<file path="src/hdl/bfp_pkg.sv">
// Package for the binary log frame parser: result type, frame constants,
// phase and register codes, and the reflected CRC-32 byte update.
// Has no dependencies.
package bfp_pkg;

    localparam logic [7:0]  SYNC_A        = 8'hAA;
    localparam logic [7:0]  SYNC_B        = 8'h44;
    localparam logic [7:0]  SYNC_C        = 8'h12;
    localparam logic [15:0] HEADER_LAST   = 16'd24;
    localparam logic [1:0]  TRAILER_LAST  = 2'd3;

    localparam logic [31:0] POLY_RESET    = 32'hEDB88320;
    localparam logic [15:0] MAXLEN_RESET  = 16'd4096;

    localparam logic [7:0]  CFG_POLY      = 8'd0;
    localparam logic [7:0]  CFG_MAXLEN    = 8'd1;

    localparam logic [1:0]  PH_HUNT       = 2'd0;
    localparam logic [1:0]  PH_HEADER     = 2'd1;
    localparam logic [1:0]  PH_BODY       = 2'd2;
    localparam logic [1:0]  PH_TRAILER    = 2'd3;

    localparam logic [15:0] HB_ID_LO      = 16'd1;
    localparam logic [15:0] HB_ID_HI      = 16'd2;
    localparam logic [15:0] HB_LEN_LO     = 16'd5;
    localparam logic [15:0] HB_LEN_HI     = 16'd6;
    localparam logic [15:0] HB_TSTAT      = 16'd10;
    localparam logic [15:0] HB_WEEK_LO    = 16'd11;
    localparam logic [15:0] HB_WEEK_HI    = 16'd12;
    localparam logic [15:0] HB_MS_0       = 16'd13;
    localparam logic [15:0] HB_MS_1       = 16'd14;
    localparam logic [15:0] HB_MS_2       = 16'd15;
    localparam logic [15:0] HB_MS_3       = 16'd16;
    localparam logic [15:0] HB_RXSTAT     = 16'd17;

    typedef struct packed {
        logic        kind;
        logic [7:0]  body_byte;
        logic [15:0] byte_offset;
        logic [15:0] message_id;
        logic [15:0] body_length;
        logic [7:0]  time_status;
        logic [15:0] week_number;
        logic [31:0] week_millis;
        logic        health_bit;
        logic        crc_good;
        logic        length_error;
        logic        frame_end;
    } t_result;

    // One byte through a reflected CRC-32, LSB first, eight shift steps.
    function automatic logic [31:0] crc_byte(input logic [31:0] crc,
                                             input logic [7:0]  b,
                                             input logic [31:0] poly);
        logic [31:0] c;
        c = crc ^ {24'd0, b};
        for (int k = 0; k < 8; k++) begin
            c = c[0] ? ((c >> 1) ^ poly) : (c >> 1);
        end
        return c;
    endfunction

endpackage

</file>
<file path="src/hdl/bfp_parser.sv">
// Frame parser core: sync hunt, header capture, body pass-through and
// trailer check, one byte per accepted beat. Depends on bfp_pkg.
module bfp_parser import bfp_pkg::*; (
    input  logic        i_clk,
    input  logic        i_rst_n,
    input  logic        i_accept,
    input  logic [7:0]  i_byte,
    input  logic [31:0] i_poly,
    input  logic [15:0] i_max_len,
    input  logic [31:0] i_seed,
    output logic        o_res_valid,
    output t_result     o_res
);

    logic [1:0]  r_phase,   n_phase;
    logic [15:0] r_window,  n_window;
    logic [15:0] r_cnt,     n_cnt;
    logic [15:0] r_id,      n_id;
    logic [15:0] r_len,     n_len;
    logic [7:0]  r_tstat,   n_tstat;
    logic [15:0] r_week,    n_week;
    logic [31:0] r_ms,      n_ms;
    logic        r_health,  n_health;
    logic [31:0] r_crc,     n_crc;
    logic [31:0] r_trailer, n_trailer;

    logic [31:0] crc_next;
    logic [31:0] trailer_next;
    logic [16:0] cnt_inc;

    assign crc_next     = crc_byte(r_crc, i_byte, i_poly);
    assign trailer_next = r_trailer | ({24'd0, i_byte} << {r_cnt[1:0], 3'b000});
    assign cnt_inc      = {1'b0, r_cnt} + 17'd1;

    always_comb begin
        n_phase     = r_phase;
        n_window    = r_window;
        n_cnt       = r_cnt;
        n_id        = r_id;
        n_len       = r_len;
        n_tstat     = r_tstat;
        n_week      = r_week;
        n_ms        = r_ms;
        n_health    = r_health;
        n_crc       = r_crc;
        n_trailer   = r_trailer;
        o_res_valid = 1'b0;

        // Header fields always reflect the frame in progress.
        o_res              = '0;
        o_res.message_id   = r_id;
        o_res.body_length  = r_len;
        o_res.time_status  = r_tstat;
        o_res.week_number  = r_week;
        o_res.week_millis  = r_ms;
        o_res.health_bit   = r_health;

        if (i_accept) begin
            unique case (r_phase)
                PH_HUNT: begin
                    if (r_window == {SYNC_A, SYNC_B} && i_byte == SYNC_C) begin
                        n_window = '0;
                        n_crc    = i_seed;
                        n_cnt    = '0;
                        n_phase  = PH_HEADER;
                    end else begin
                        n_window = {r_window[7:0], i_byte};
                    end
                end
                PH_HEADER: begin
                    n_crc = crc_next;
                    case (r_cnt)
                        HB_ID_LO:   n_id     = {8'd0, i_byte};
                        HB_ID_HI:   n_id     = {i_byte, r_id[7:0]};
                        HB_LEN_LO:  n_len    = {8'd0, i_byte};
                        HB_LEN_HI:  n_len    = {i_byte, r_len[7:0]};
                        HB_TSTAT:   n_tstat  = i_byte;
                        HB_WEEK_LO: n_week   = {8'd0, i_byte};
                        HB_WEEK_HI: n_week   = {i_byte, r_week[7:0]};
                        HB_MS_0:    n_ms     = {24'd0, i_byte};
                        HB_MS_1:    n_ms     = {16'd0, i_byte, r_ms[7:0]};
                        HB_MS_2:    n_ms     = {8'd0, i_byte, r_ms[15:0]};
                        HB_MS_3:    n_ms     = {i_byte, r_ms[23:0]};
                        HB_RXSTAT:  n_health = i_byte[0];
                        default:    n_cnt    = n_cnt;
                    endcase
                    n_cnt = cnt_inc[15:0];
                    if (r_cnt == HEADER_LAST) begin
                        n_cnt     = '0;
                        n_trailer = '0;
                        if (r_len > i_max_len) begin
                            n_phase            = PH_HUNT;
                            o_res_valid        = 1'b1;
                            o_res.kind         = 1'b1;
                            o_res.length_error = 1'b1;
                            o_res.frame_end    = 1'b1;
                        end else begin
                            n_phase = (r_len == 16'd0) ? PH_TRAILER : PH_BODY;
                        end
                    end
                end
                PH_BODY: begin
                    n_crc             = crc_next;
                    o_res_valid       = 1'b1;
                    o_res.body_byte   = i_byte;
                    o_res.byte_offset = r_cnt;
                    n_cnt             = cnt_inc[15:0];
                    if (cnt_inc >= {1'b0, r_len}) begin
                        n_cnt     = '0;
                        n_trailer = '0;
                        n_phase   = PH_TRAILER;
                    end
                end
                PH_TRAILER: begin
                    n_trailer = trailer_next;
                    n_cnt     = {14'd0, r_cnt[1:0] + 2'd1};
                    if (r_cnt[1:0] == TRAILER_LAST) begin
                        n_cnt           = '0;
                        n_phase         = PH_HUNT;
                        o_res_valid     = 1'b1;
                        o_res.kind      = 1'b1;
                        o_res.crc_good  = (trailer_next == r_crc);
                        o_res.frame_end = 1'b1;
                    end
                end
                default: n_phase = PH_HUNT;
            endcase
        end
    end

    always_ff @(posedge i_clk) begin
        if (!i_rst_n) begin
            r_phase  <= PH_HUNT;
            r_window <= '0;
            r_cnt    <= '0;
        end else begin
            r_phase  <= n_phase;
            r_window <= n_window;
            r_cnt    <= n_cnt;
        end
    end

    always_ff @(posedge i_clk) begin
        r_id      <= n_id;
        r_len     <= n_len;
        r_tstat   <= n_tstat;
        r_week    <= n_week;
        r_ms      <= n_ms;
        r_health  <= n_health;
        r_crc     <= n_crc;
        r_trailer <= n_trailer;
    end

endmodule

</file>
<file path="src/hdl/binary_log_frame_parser_crc32.sv">
// Top level of the binary log frame parser with CRC-32 trailer check.
// Depends on bfp_pkg and bfp_parser.
//
// Usage:
// Input channel: one raw receiver byte per beat on i_data_byte, taken when
// i_data_valid is high and o_data_stall is low. Result channel: o_res_valid
// with one result per beat, taken when i_res_stall is low. A body byte gives
// a kind 0 result carrying the byte and its offset; the end of each frame
// (good trailer, bad trailer, or body too long) gives one kind 1 status.
// An accepted byte's result is registered in the output register, or in the skid
// buffer while the output waits. Throughput is one byte per cycle while
// o_data_stall is low; the per-byte CRC update is one 8-step reflected shift
// network feeding the parser's CRC register. A one-entry skid buffer behind
// the output register lets the block take a byte while a result waits, and
// o_data_stall rises when it is full. Configuration: i_cfg_index 0 writes the
// CRC polynomial, 1 the body length limit; other indexes are ignored.
// o_cfg_ready is always high. After reset, and after every polynomial write,
// the block computes the CRC of the three sync bytes with o_data_stall high.
// Reset returns the parser to the sync hunt with both registers at defaults.
module binary_log_frame_parser_crc32 import bfp_pkg::*; (
    input  logic        i_clk,
    input  logic        i_rst_n,
    input  logic        i_data_valid,
    output logic        o_data_stall,
    input  logic [7:0]  i_data_byte,
    output logic        o_res_valid,
    input  logic        i_res_stall,
    output logic        o_kind,
    output logic [7:0]  o_body_byte,
    output logic [15:0] o_byte_offset,
    output logic [15:0] o_message_id,
    output logic [15:0] o_body_length,
    output logic [7:0]  o_time_status,
    output logic [15:0] o_week_number,
    output logic [31:0] o_week_millis,
    output logic        o_health_bit,
    output logic        o_crc_good,
    output logic        o_length_error,
    output logic        o_frame_end,
    input  logic        i_cfg_valid,
    output logic        o_cfg_ready,
    input  logic [7:0]  i_cfg_index,
    input  logic [31:0] i_cfg_data
);

    logic [31:0] r_poly;
    logic [15:0] r_max_len;

    logic        r_seed_busy;
    logic [1:0]  r_seed_step;
    logic [31:0] r_seed;
    logic [7:0]  seed_byte;

    logic        r_out_valid;
    t_result     r_out;
    logic        r_skid_valid;
    t_result     r_skid;

    logic        accept;
    logic        cfg_write;
    logic        res_valid;
    t_result     res;
    logic        out_free;

    assign o_cfg_ready  = 1'b1;
    assign cfg_write    = i_cfg_valid & o_cfg_ready;
    assign o_data_stall = r_skid_valid | r_seed_busy;
    assign accept       = i_data_valid & ~o_data_stall;
    assign out_free     = ~r_out_valid | ~i_res_stall;

    always_ff @(posedge i_clk) begin
        if (!i_rst_n) begin
            r_poly    <= POLY_RESET;
            r_max_len <= MAXLEN_RESET;
        end else if (cfg_write) begin
            unique case (i_cfg_index)
                CFG_POLY:   r_poly    <= i_cfg_data;
                CFG_MAXLEN: r_max_len <= i_cfg_data[15:0];
                default:    r_max_len <= r_max_len;
            endcase
        end
    end

    // The CRC of the three sync bytes seeds every frame; it is rebuilt one
    // byte per cycle whenever the polynomial changes.
    always_comb begin
        case (r_seed_step)
            2'd0:    seed_byte = SYNC_A;
            2'd1:    seed_byte = SYNC_B;
            default: seed_byte = SYNC_C;
        endcase
    end

    always_ff @(posedge i_clk) begin
        if (!i_rst_n || (cfg_write && i_cfg_index == CFG_POLY)) begin
            r_seed_busy <= 1'b1;
            r_seed_step <= 2'd0;
            r_seed      <= '0;
        end else if (r_seed_busy) begin
            r_seed      <= crc_byte(r_seed, seed_byte, r_poly);
            r_seed_step <= r_seed_step + 2'd1;
            if (r_seed_step == 2'd2) begin
                r_seed_busy <= 1'b0;
            end
        end
    end

    bfp_parser u_parser (
        .i_clk       (i_clk),
        .i_rst_n     (i_rst_n),
        .i_accept    (accept),
        .i_byte      (i_data_byte),
        .i_poly      (r_poly),
        .i_max_len   (r_max_len),
        .i_seed      (r_seed),
        .o_res_valid (res_valid),
        .o_res       (res)
    );

    always_ff @(posedge i_clk) begin
        if (!i_rst_n) begin
            r_out_valid  <= 1'b0;
            r_skid_valid <= 1'b0;
        end else if (out_free) begin
            if (r_skid_valid) begin
                r_out_valid  <= 1'b1;
                r_skid_valid <= res_valid;
            end else begin
                r_out_valid  <= res_valid;
            end
        end else if (res_valid) begin
            r_skid_valid <= 1'b1;
        end
    end

    always_ff @(posedge i_clk) begin
        if (out_free) begin
            if (r_skid_valid) begin
                r_out  <= r_skid;
                r_skid <= res;
            end else begin
                r_out  <= res;
            end
        end else if (res_valid) begin
            r_skid <= res;
        end
    end

    assign o_res_valid    = r_out_valid;
    assign o_kind         = r_out.kind;
    assign o_body_byte    = r_out.body_byte;
    assign o_byte_offset  = r_out.byte_offset;
    assign o_message_id   = r_out.message_id;
    assign o_body_length  = r_out.body_length;
    assign o_time_status  = r_out.time_status;
    assign o_week_number  = r_out.week_number;
    assign o_week_millis  = r_out.week_millis;
    assign o_health_bit   = r_out.health_bit;
    assign o_crc_good     = r_out.crc_good;
    assign o_length_error = r_out.length_error;
    assign o_frame_end    = r_out.frame_end;

endmodule

</file>
<file path="config.mk">
export PLATFORM = sky130hd
export DESIGN_NAME = binary_log_frame_parser_crc32
export DESIGN_NICKNAME = d
export VERILOG_FILES = /design/src/hdl/bfp_pkg.sv /design/src/hdl/bfp_parser.sv /design/src/hdl/binary_log_frame_parser_crc32.sv
export SDC_FILE = /design/constraint.sdc
export NUM_CORES = 1
export LEC_CHECK = 0
export ABC_CLOCK_PERIOD_IN_PS = 11700
export BUFFER_PORTS_ARGS = -buffer_cell sky130_fd_sc_hd__clkbuf_2
export CAP_MARGIN = 10
export CORE_MARGIN = 2
export CORE_UTILIZATION = 40
export CTS_BUF_LIST = sky130_fd_sc_hd__clkbuf_4 sky130_fd_sc_hd__clkbuf_8
export CTS_CLUSTER_SIZE = 12
export DETAILED_ROUTE_END_ITERATION = 8
export GPL_ROUTABILITY_DRIVEN = 1
export GPL_TIMING_DRIVEN = 0
export HOLD_SLACK_MARGIN = 0.05
export PLACE_DENSITY = 0.66
export SKIP_LAST_GASP = 1
export SLEW_MARGIN = 20
export SYNTH_ARGS = -nofsm -noshare
export SYNTH_HDL_FRONTEND = slang
export SYNTH_SLANG_ARGS = --single-unit
</file>
<file path="constraint.sdc">
create_clock -name i_clk -period 11.7 [get_ports i_clk]
set_input_delay 0.585 -clock i_clk [delete_from_list [all_inputs] [get_ports i_clk]]
set_output_delay 0.585 -clock i_clk [all_outputs]
set_load 0.02 [all_outputs]
</file>
; Word level (Yosys, flattened, before mapping)
; Cells that the tools add are included.
[totals]
out_inout_bits = 120
reg_bits = 506
in_bits = 53
wordCells = 215
[op_classes]
shifts = 1
eq_ne = 28
n_bitwise = 31
n_reduce_logical = 38
n_addsub = 3
mux = 64
order_cmp = 2
[op_table]
columns = cell, count
row1 = two-way mux 32 bit, 19
row2 = XOR 31 x 32 -> 32 bit, 16
row3 = two-way mux 117 bit, 4
row4 = one-hot mux 32 bit (4 select lines), 1
row5 = == test 16 x 4 -> 1 bit (second input constant), 6
row6 = one-hot mux 16 bit (2 select lines), 3
row7 = one-hot mux 32 bit (3 select lines), 1
row8 = two-way mux 16 bit, 4
row9 = one-hot mux 16 bit (4 select lines), 1
row10 = one-hot mux 32 bit (2 select lines), 1
row11 = XOR 32 x 8 -> 32 bit, 2
row12 = == test 16 x 5 -> 1 bit (second input constant), 3
row13 = == test 16 x 3 -> 1 bit (second input constant), 2
row14 = == test 32 bit, 1
row15 = bitwise OR 32 bit, 1
row16 = << shifter 8 x 5 -> 32 bit, 1
row17 = two-way mux 25 bit, 1
row18 = two-way mux 24 bit, 1
row19 = AND reduction 3 bit, 7
row20 = AND reduction 4 bit, 5
row21 = adder 16 x 1 -> 17 bit (second input constant), 1
row22 = >= comparator 17 x 16 -> 1 bit, 1
row23 = == test 16 x 1 -> 1 bit (second input constant), 1
row24 = == test 16 bit (second input constant), 1
row25 = 32 further kinds, 83

; Longest topological paths before layout
[depth]
word_depth = 19
mapped_depth = 19
depth_no_buf = 17

; By module
; Synthesis repeated with hierarchy kept, for this count alone.
[hier_totals]
hier_cells = 2941
area_unflattened_um2 = 29696.0
[modules_own_cells]
columns = module, instances, area_each_um2, cells_each, seq_area_each_um2
row1 = binary_log_frame_parser_crc32, 1, 16238.1, 1430, 8728.4
row2 = bfp_parser, 1, 13457.9, 1511, 5275.1

; Worst setup path before layout
; OpenSTA, ideal clock, no wires.
[synth_timing]
path_type = input to register
start = input port i_res_stall
end = register r_skid[100] (netlist name) (enable)
path_buffers = 0
required_time_ns = 11.274
stages = 2
setup_time_ns = 0.426
t_arrival_ns = 5.022
setup_slack_ns = 6.252
cell_sequence = nand2_1 > mux2_2
[synth_via]
elab_chain_cells = 4
elab_cells_between_ends = 5
classes_between = 1 x eq/ne / 2 x bitwise / 2 x reduce/logical
[synth_lines]
columns = element, line_no
row1 = from (decl), binary_log_frame_parser_crc32.sv:27  ; input logic i_res_stall,
row2 = NOT 1 bit (*), binary_log_frame_parser_crc32.sv:69  ; assign out_free = ~r_out_valid | ~i_res_stall;
row3 = bitwise OR 1 bit (*), binary_log_frame_parser_crc32.sv:69
row4 = inequality test 2 bit (no line) or nonzero test 2 bit (tied branches), --
row5 = AND reduction 2 bit (no line) (*), --
row6 = to (signal assigned), binary_log_frame_parser_crc32.sv:140  ; r_skid <= res;
row7 = to (signal assigned), binary_log_frame_parser_crc32.sv:145  ; r_skid <= res;
row8 = to (decl), binary_log_frame_parser_crc32.sv:57  ; t_result r_skid;
; Every way passes the cells marked *; elsewhere a longest branch is shown, timed or not.
; A chain may end at the register's enable or synchronous reset.

; Final worst setup path
[layout_timing]
start = register u_parser.r_crc[0]
end = register u_parser.r_crc[0], data pin
[layout_via]
elab_chain_cells = 17
[layout_lines]
columns = element, line_no
row1 = from (decl), bfp_parser.sv:24  ; logic [31:0] r_crc, n_crc;
row2 = from (signal assigned), bfp_parser.sv:150  ; r_crc <= n_crc;
row3 = XOR 32 x 8 -> 32 bit (*), bfp_pkg.sv:56  ; c = crc ^ {24'd0, b};
row4 = two-way mux 32 bit (*), bfp_pkg.sv:58  ; c = c[0] ? ((c >> 1) ^ poly) : (c >> 1);
row5 = XOR 31 x 32 -> 32 bit, bfp_pkg.sv:58
row6 = two-way mux 32 bit (*), bfp_pkg.sv:58
row7 = XOR 31 x 32 -> 32 bit, bfp_pkg.sv:58
row8 = two-way mux 32 bit (*), bfp_pkg.sv:58
row9 = XOR 31 x 32 -> 32 bit, bfp_pkg.sv:58
row10 = two-way mux 32 bit (*), bfp_pkg.sv:58
row11 = XOR 31 x 32 -> 32 bit, bfp_pkg.sv:58
row12 = two-way mux 32 bit (*), bfp_pkg.sv:58
row13 = XOR 31 x 32 -> 32 bit, bfp_pkg.sv:58
row14 = two-way mux 32 bit (*), bfp_pkg.sv:58
row15 = XOR 31 x 32 -> 32 bit, bfp_pkg.sv:58
row16 = two-way mux 32 bit (*), bfp_pkg.sv:58
row17 = XOR 31 x 32 -> 32 bit, bfp_pkg.sv:58
row18 = two-way mux 32 bit (*), bfp_pkg.sv:58
row19 = one-hot mux 32 bit (2 select lines) (*), bfp_parser.sv:59  ; unique case (r_phase)
; Marked as above.

==> metrics.txt <==
# TYPE chip_impl_metric gauge
chip_impl_info{name="result_of_the_run",value="finished, final reports clean"} 1
chip_impl_metric{name="totalNegativeSetupSlack",unit="ns"} 0
chip_impl_metric{name="finalHoldViolations",unit=""} 0
chip_impl_metric{name="total_leakage_power",unit="nW"} 12.2
chip_impl_metric{name="synthesis.nets",unit=""} 2904
chip_impl_metric{name="share_of_synthesized_area_occupied_by_flip_flops_and_latches",unit="%"} 48.2
chip_impl_metric{name="report.final.setup_viol",unit=""} 0
chip_impl_metric{name="grt_util_all_layers",unit="%"} 22.1
chip_impl_metric{name="post-synth-top-area-fraction",unit="%"} 40.0
chip_impl_metric{name="timing.slew.headroom",unit="%"} 20.3
chip_impl_metric{name="number_of_nets_in_the_layout",unit=""} 3169
chip_impl_metric{name="postSynthRegisterBits",unit=""} 504
chip_impl_metric{name="post-route-period-util",unit="%"} 55.0
chip_impl_info{name="synthMostInstantiatedCell",value="sky130_fd_sc_hd__nand2_1"} 1
chip_impl_metric{name="synthDistinctLibCells",unit=""} 82
chip_impl_metric{name="clockBufferDepth",unit=""} 3
chip_impl_metric{name="cp_num_buf_inv",unit=""} 3
chip_impl_metric{name="gp_congestion",unit=""} 0.941
chip_impl_metric{name="post-cts-setup-buffers",unit=""} 0
chip_impl_metric{name="syn_to_final_growth",unit="%"} 13.7
chip_impl_metric{name="port-buffer-count",unit=""} 170
chip_impl_info{name="setup.worst_path.start",value="u_parser.r_crc[0]"} 1
chip_impl_info{name="start_kind",value="flip-flop"} 1
chip_impl_metric{name="finalClockSkew",unit="ns"} 0.0702
chip_impl_metric{name="power_density_normalized_to_cell_area",unit="nW/um^2"} 200
chip_impl_metric{name="initial_util",unit="%"} 40.5
chip_impl_metric{name="detailroute.via_count",unit=""} 21800
chip_impl_info{name="r2r_start",value="u_parser.r_crc[0]"} 1
chip_impl_metric{name="maxClockFrequency",unit="GHz"} 0.155
chip_impl_metric{name="via_per_inst",unit=""} 5.33
chip_impl_metric{name="first_global_vias",unit=""} 21200
chip_impl_info{name="worst_path_class_setup",value="flip-flop to flip-flop"} 1
chip_impl_metric{name="floorplan.core_area",unit="um^2"} 71500
chip_impl_metric{name="antenna_found_initial",unit=""} 2
chip_impl_info{name="min_from",value="i_cfg_data[24]"} 1
chip_impl_info{name="cts_tree",value="done"} 1
chip_impl_metric{name="detailedRoute.firstIterationViolations",unit=""} 1885
chip_impl_metric{name="grt_pass1_wl",unit="um"} 126000
chip_impl_metric{name="timing_worst_slew_pin_value",unit="ns"} 1.20
chip_impl_metric{name="synth_enable_flop_cells",unit=""} 385
chip_impl_info{name="top_cells_by_area_synth",value="sky130_fd_sc_hd__edfxtp_1 40%, sky130_fd_sc_hd__xnor2_1 9.5%, sky130_fd_sc_hd__dfxtp_1 8.2%"} 1
chip_impl_metric{name="post_cts_resized",unit=""} 0
chip_impl_info{name="postSynth.topFlopCell",value="sky130_fd_sc_hd__edfxtp_1"} 1
chip_impl_metric{name="detailedPlacementHpwl",unit="um"} 60300
chip_impl_metric{name="worst_ep_required_time",unit="ns"} 12.11
chip_impl_metric{name="chipWidth",unit="um"} 273
chip_impl_info{name="worst_path_most_repeated_cell",value="sky130_fd_sc_hd__clkbuf_1"} 1
chip_impl_metric{name="drc_errors",unit=""} 0
chip_impl_info{name="critical_path.top_delay_family",value="compound AO/OA/AOI/OAI gates"} 1
chip_impl_info{name="crit_path_cell_trace",value="xor2_2, clkbuf_1, nor4_1, a31oi_1, o41ai_1, o31a_1, a2111oi_0, o21ai_1, a211oi_1, clkbuf_1, clkbuf_1, o21ai_0, xnor3_1, o31a_1, o31ai_1"} 1
chip_impl_metric{name="worst_path_largest_cell_delay",unit="ns"} 0.92
chip_impl_metric{name="fp.dieArea",unit="um^2"} 74500
chip_impl_info{name="synth_top_area_cell",value="sky130_fd_sc_hd__edfxtp_1"} 1
chip_impl_metric{name="std_cell_rows",unit=""} 98
chip_impl_metric{name="largest_net_degree_at_the_start_of_global_routing",unit=""} 88
chip_impl_metric{name="worst_setup_hold_path_clk_slew",unit="ns"} 0.06
chip_impl_metric{name="async_flop_share",unit="%"} 0
chip_impl_metric{name="avgSynthCellArea",unit="um^2"} 10.3
chip_impl_info{name="critPathSlowestCell",value="sky130_fd_sc_hd__a211oi_1"} 1
chip_impl_metric{name="routed_wirelength",unit="um"} 83000
chip_impl_metric{name="post_route_cells_drive_above_1_share",unit="%"} 14.7
chip_impl_metric{name="dr.pass1.iters",unit=""} 5
chip_impl_metric{name="clock_sinks",unit=""} 504
chip_impl_info{name="grt_setup_unrepaired",value="no"} 1
chip_impl_metric{name="vdd.ir_drop.worst",unit="V"} 0.000216
chip_impl_metric{name="floorplan.io_pins",unit=""} 173
chip_impl_metric{name="timing.critical_path.arrival",unit="ns"} 6.85
chip_impl_metric{name="cts_buffers",unit=""} 85
chip_impl_info{name="yosys-top-cells-count",value="584 x sky130_fd_sc_hd__nand2_1, 385 x sky130_fd_sc_hd__edfxtp_1, 315 x sky130_fd_sc_hd__xnor2_1"} 1
chip_impl_metric{name="syn-cell-area",unit="um^2"} 28900
chip_impl_metric{name="hold_slack",unit="ns"} 0.103
chip_impl_metric{name="worstSkewPairLatency",unit="ns"} 0.71
chip_impl_info{name="clock_tree.root_cell",value="sky130_fd_sc_hd__clkbuf_8"} 1
chip_impl_metric{name="cts_max_level",unit=""} 3
chip_impl_metric{name="overflow",unit=""} 0
chip_impl_metric{name="drt-wirelength-per-cell",unit="um"} 20.3
chip_impl_metric{name="ctsHoldBuffers",unit=""} 0
chip_impl_metric{name="max-cap-violations",unit=""} 0
chip_impl_info{name="setup.worst_path.end_class",value="flip-flop"} 1
chip_impl_metric{name="final.fill_count",unit=""} 6684
chip_impl_metric{name="worstPathMaxFanout",unit=""} 10
chip_impl_metric{name="syn_warnings",unit=""} 0
chip_impl_metric{name="antenna_violating_nets_post_route",unit=""} 0
chip_impl_metric{name="period_needed",unit="ns"} 6.43
chip_impl_metric{name="dieHeight",unit="um"} 273
chip_impl_metric{name="timing_max_transition_violations_final",unit=""} 0
chip_impl_metric{name="syn-instance-count",unit=""} 2807
chip_impl_info{name="holdCritPathClass",value="input port to flip-flop"} 1
worst paths after layout:
check | endpoint | slack (ns) | cells past startpoint
min | r_poly[24] | 0.10 | 3
max reg2reg | u_parser.r_crc[0] | 5.27 | 15
min reg2reg | r_skid[37] | 0.43 | 0
max | u_parser.r_crc[0] | 5.27 | 15
metrics by stage:
stage / total power, mW / setup WS [ns] / instance area (um^2) / cells / utilization, %
after floorplan: 4.45 / 6.25 / 28900 / 2807 / -
after global placement: 4.93 / 4.36 / 31000 / 3927 / 43.3
after detailed placement: 4.96 / 5.28 / 31200 / 3935 / 43.6
after CTS: 6.56 / 5.67 / 32900 / 4083 / 46.0
after global routing: 6.88 / 5.06 / 32900 / 4084 / 46.0
final: 6.56 / 5.27 / 32900 / 4084 / 46.0
cell usage in the layout (no fill, tap or decap), types with 22 or more instances in the layout:
cell	n
sky130_fd_sc_hd__nand2_1	583
sky130_fd_sc_hd__edfxtp_1	385
sky130_fd_sc_hd__xnor2_1	315
sky130_fd_sc_hd__clkbuf_1	181
sky130_fd_sc_hd__clkbuf_2	170
sky130_fd_sc_hd__dfxtp_1	119
sky130_fd_sc_hd__nor2_1	102
sky130_fd_sc_hd__o21ai_0	97
sky130_fd_sc_hd__a21oi_1	95
sky130_fd_sc_hd__clkbuf_8	91
sky130_fd_sc_hd__mux2_2	75
sky130_fd_sc_hd__inv_1	64
sky130_fd_sc_hd__xnor3_1	61
sky130_fd_sc_hd__nand3_1	60
sky130_fd_sc_hd__xor2_1	59
sky130_fd_sc_hd__and2_1	56
sky130_fd_sc_hd__and3_1	51
sky130_fd_sc_hd__ha_1	44
sky130_fd_sc_hd__a31oi_1	36
sky130_fd_sc_hd__a21o_1	36
sky130_fd_sc_hd__buf_1	33
sky130_fd_sc_hd__clkbuf_4	29
sky130_fd_sc_hd__nand4_1	27
sky130_fd_sc_hd__nor2b_1	27
sky130_fd_sc_hd__and4_1	25
sky130_fd_sc_hd__nor3_1	22
sky130_fd_sc_hd__o31ai_2	22
power by group:
part	internal [mW]	leakage (nW)	switching [mW]	total [mW]
Sequential	1.98	4.15	0.0613	2.04
Clock	0.846	0.896	0.758	1.60
Combinational	1.53	7.19	1.39	2.92
Total	4.36	12.2	2.21	6.56
flip-flops by register name, summed over array words and instances, names as in the netlist, 2 cells and up, named ones only:
name                count
r_max_len              16
r_seed                 32
o_body_byte             8
u_parser.r_crc         32
o_body_length          16
u_parser.r_len         16
u_parser.r_window      16
u_parser.r_week        16
u_parser.r_cnt         16
u_parser.r_tstat        8
o_week_millis          32
u_parser.r_trailer     32
u_parser.r_id          16
o_time_status           8
o_week_number          16
r_poly                 32
o_message_id           16
r_seed_step             2
u_parser.r_ms          32
r_skid                116
o_byte_offset          16
layer usage:
layer	share of wire [%]	routed length [um]	track usage [%]	up-vias
met5	0	0	0	-
met1	42	35200	29.1	10500
met3	6.5	5370	3.36	186
met2	47	38900	36.2	829
met4	4.3	3540	9.36	0
li1	-	-	-	10300
kinds of logic (layout without fill, tap and decap cells):
group	count (synthesis)	in the layout	share of synthesized area (%)
other cells	1	2	0.0130
compound gates	394	394	9.05
buf+inv	292	618	3.95
simple gates	1031	1031	16.4
xor+xnor	445	445	16.8
fa+ha+maj	44	44	1.90
flops	504	504	48.2
mux	96	96	3.65
worst reg2reg max path, cell delays in order, from the launching register on:
cell and delay, ns:
sky130_fd_sc_hd__edfxtp_1 0.52, sky130_fd_sc_hd__xor2_2 0.37, sky130_fd_sc_hd__clkbuf_1 0.56, sky130_fd_sc_hd__nor4_1 0.09
sky130_fd_sc_hd__a31oi_1 0.18, sky130_fd_sc_hd__o41ai_1 0.10, sky130_fd_sc_hd__o31a_1 0.38, sky130_fd_sc_hd__a2111oi_0 0.62
sky130_fd_sc_hd__o21ai_1 0.31, sky130_fd_sc_hd__a211oi_1 0.92, sky130_fd_sc_hd__clkbuf_1 0.48, sky130_fd_sc_hd__clkbuf_1 0.49
sky130_fd_sc_hd__o21ai_0 0.17, sky130_fd_sc_hd__xnor3_1 0.24, sky130_fd_sc_hd__o31a_1 0.12, sky130_fd_sc_hd__o31ai_1 0.59
final cells by class:
cell class | instances | area [um^2] | area share [%]
plain buffers | 227 | 898 | 2.73
repair buffers | 178 | 983 | 2.99
clock inverters | 28 | 233 | 0.708
flip-flops and latches | 504 | 13900 | 42.4
inverters | 65 | 244 | 0.742
multi-input cells | 2011 | 13900 | 42.3
diodes | 1 | 2.50 | 0.00761
well taps | 950 | 1190 | 3.62
clock buffers | 120 | 1470 | 4.47
(Power assumes the default switching activity.)
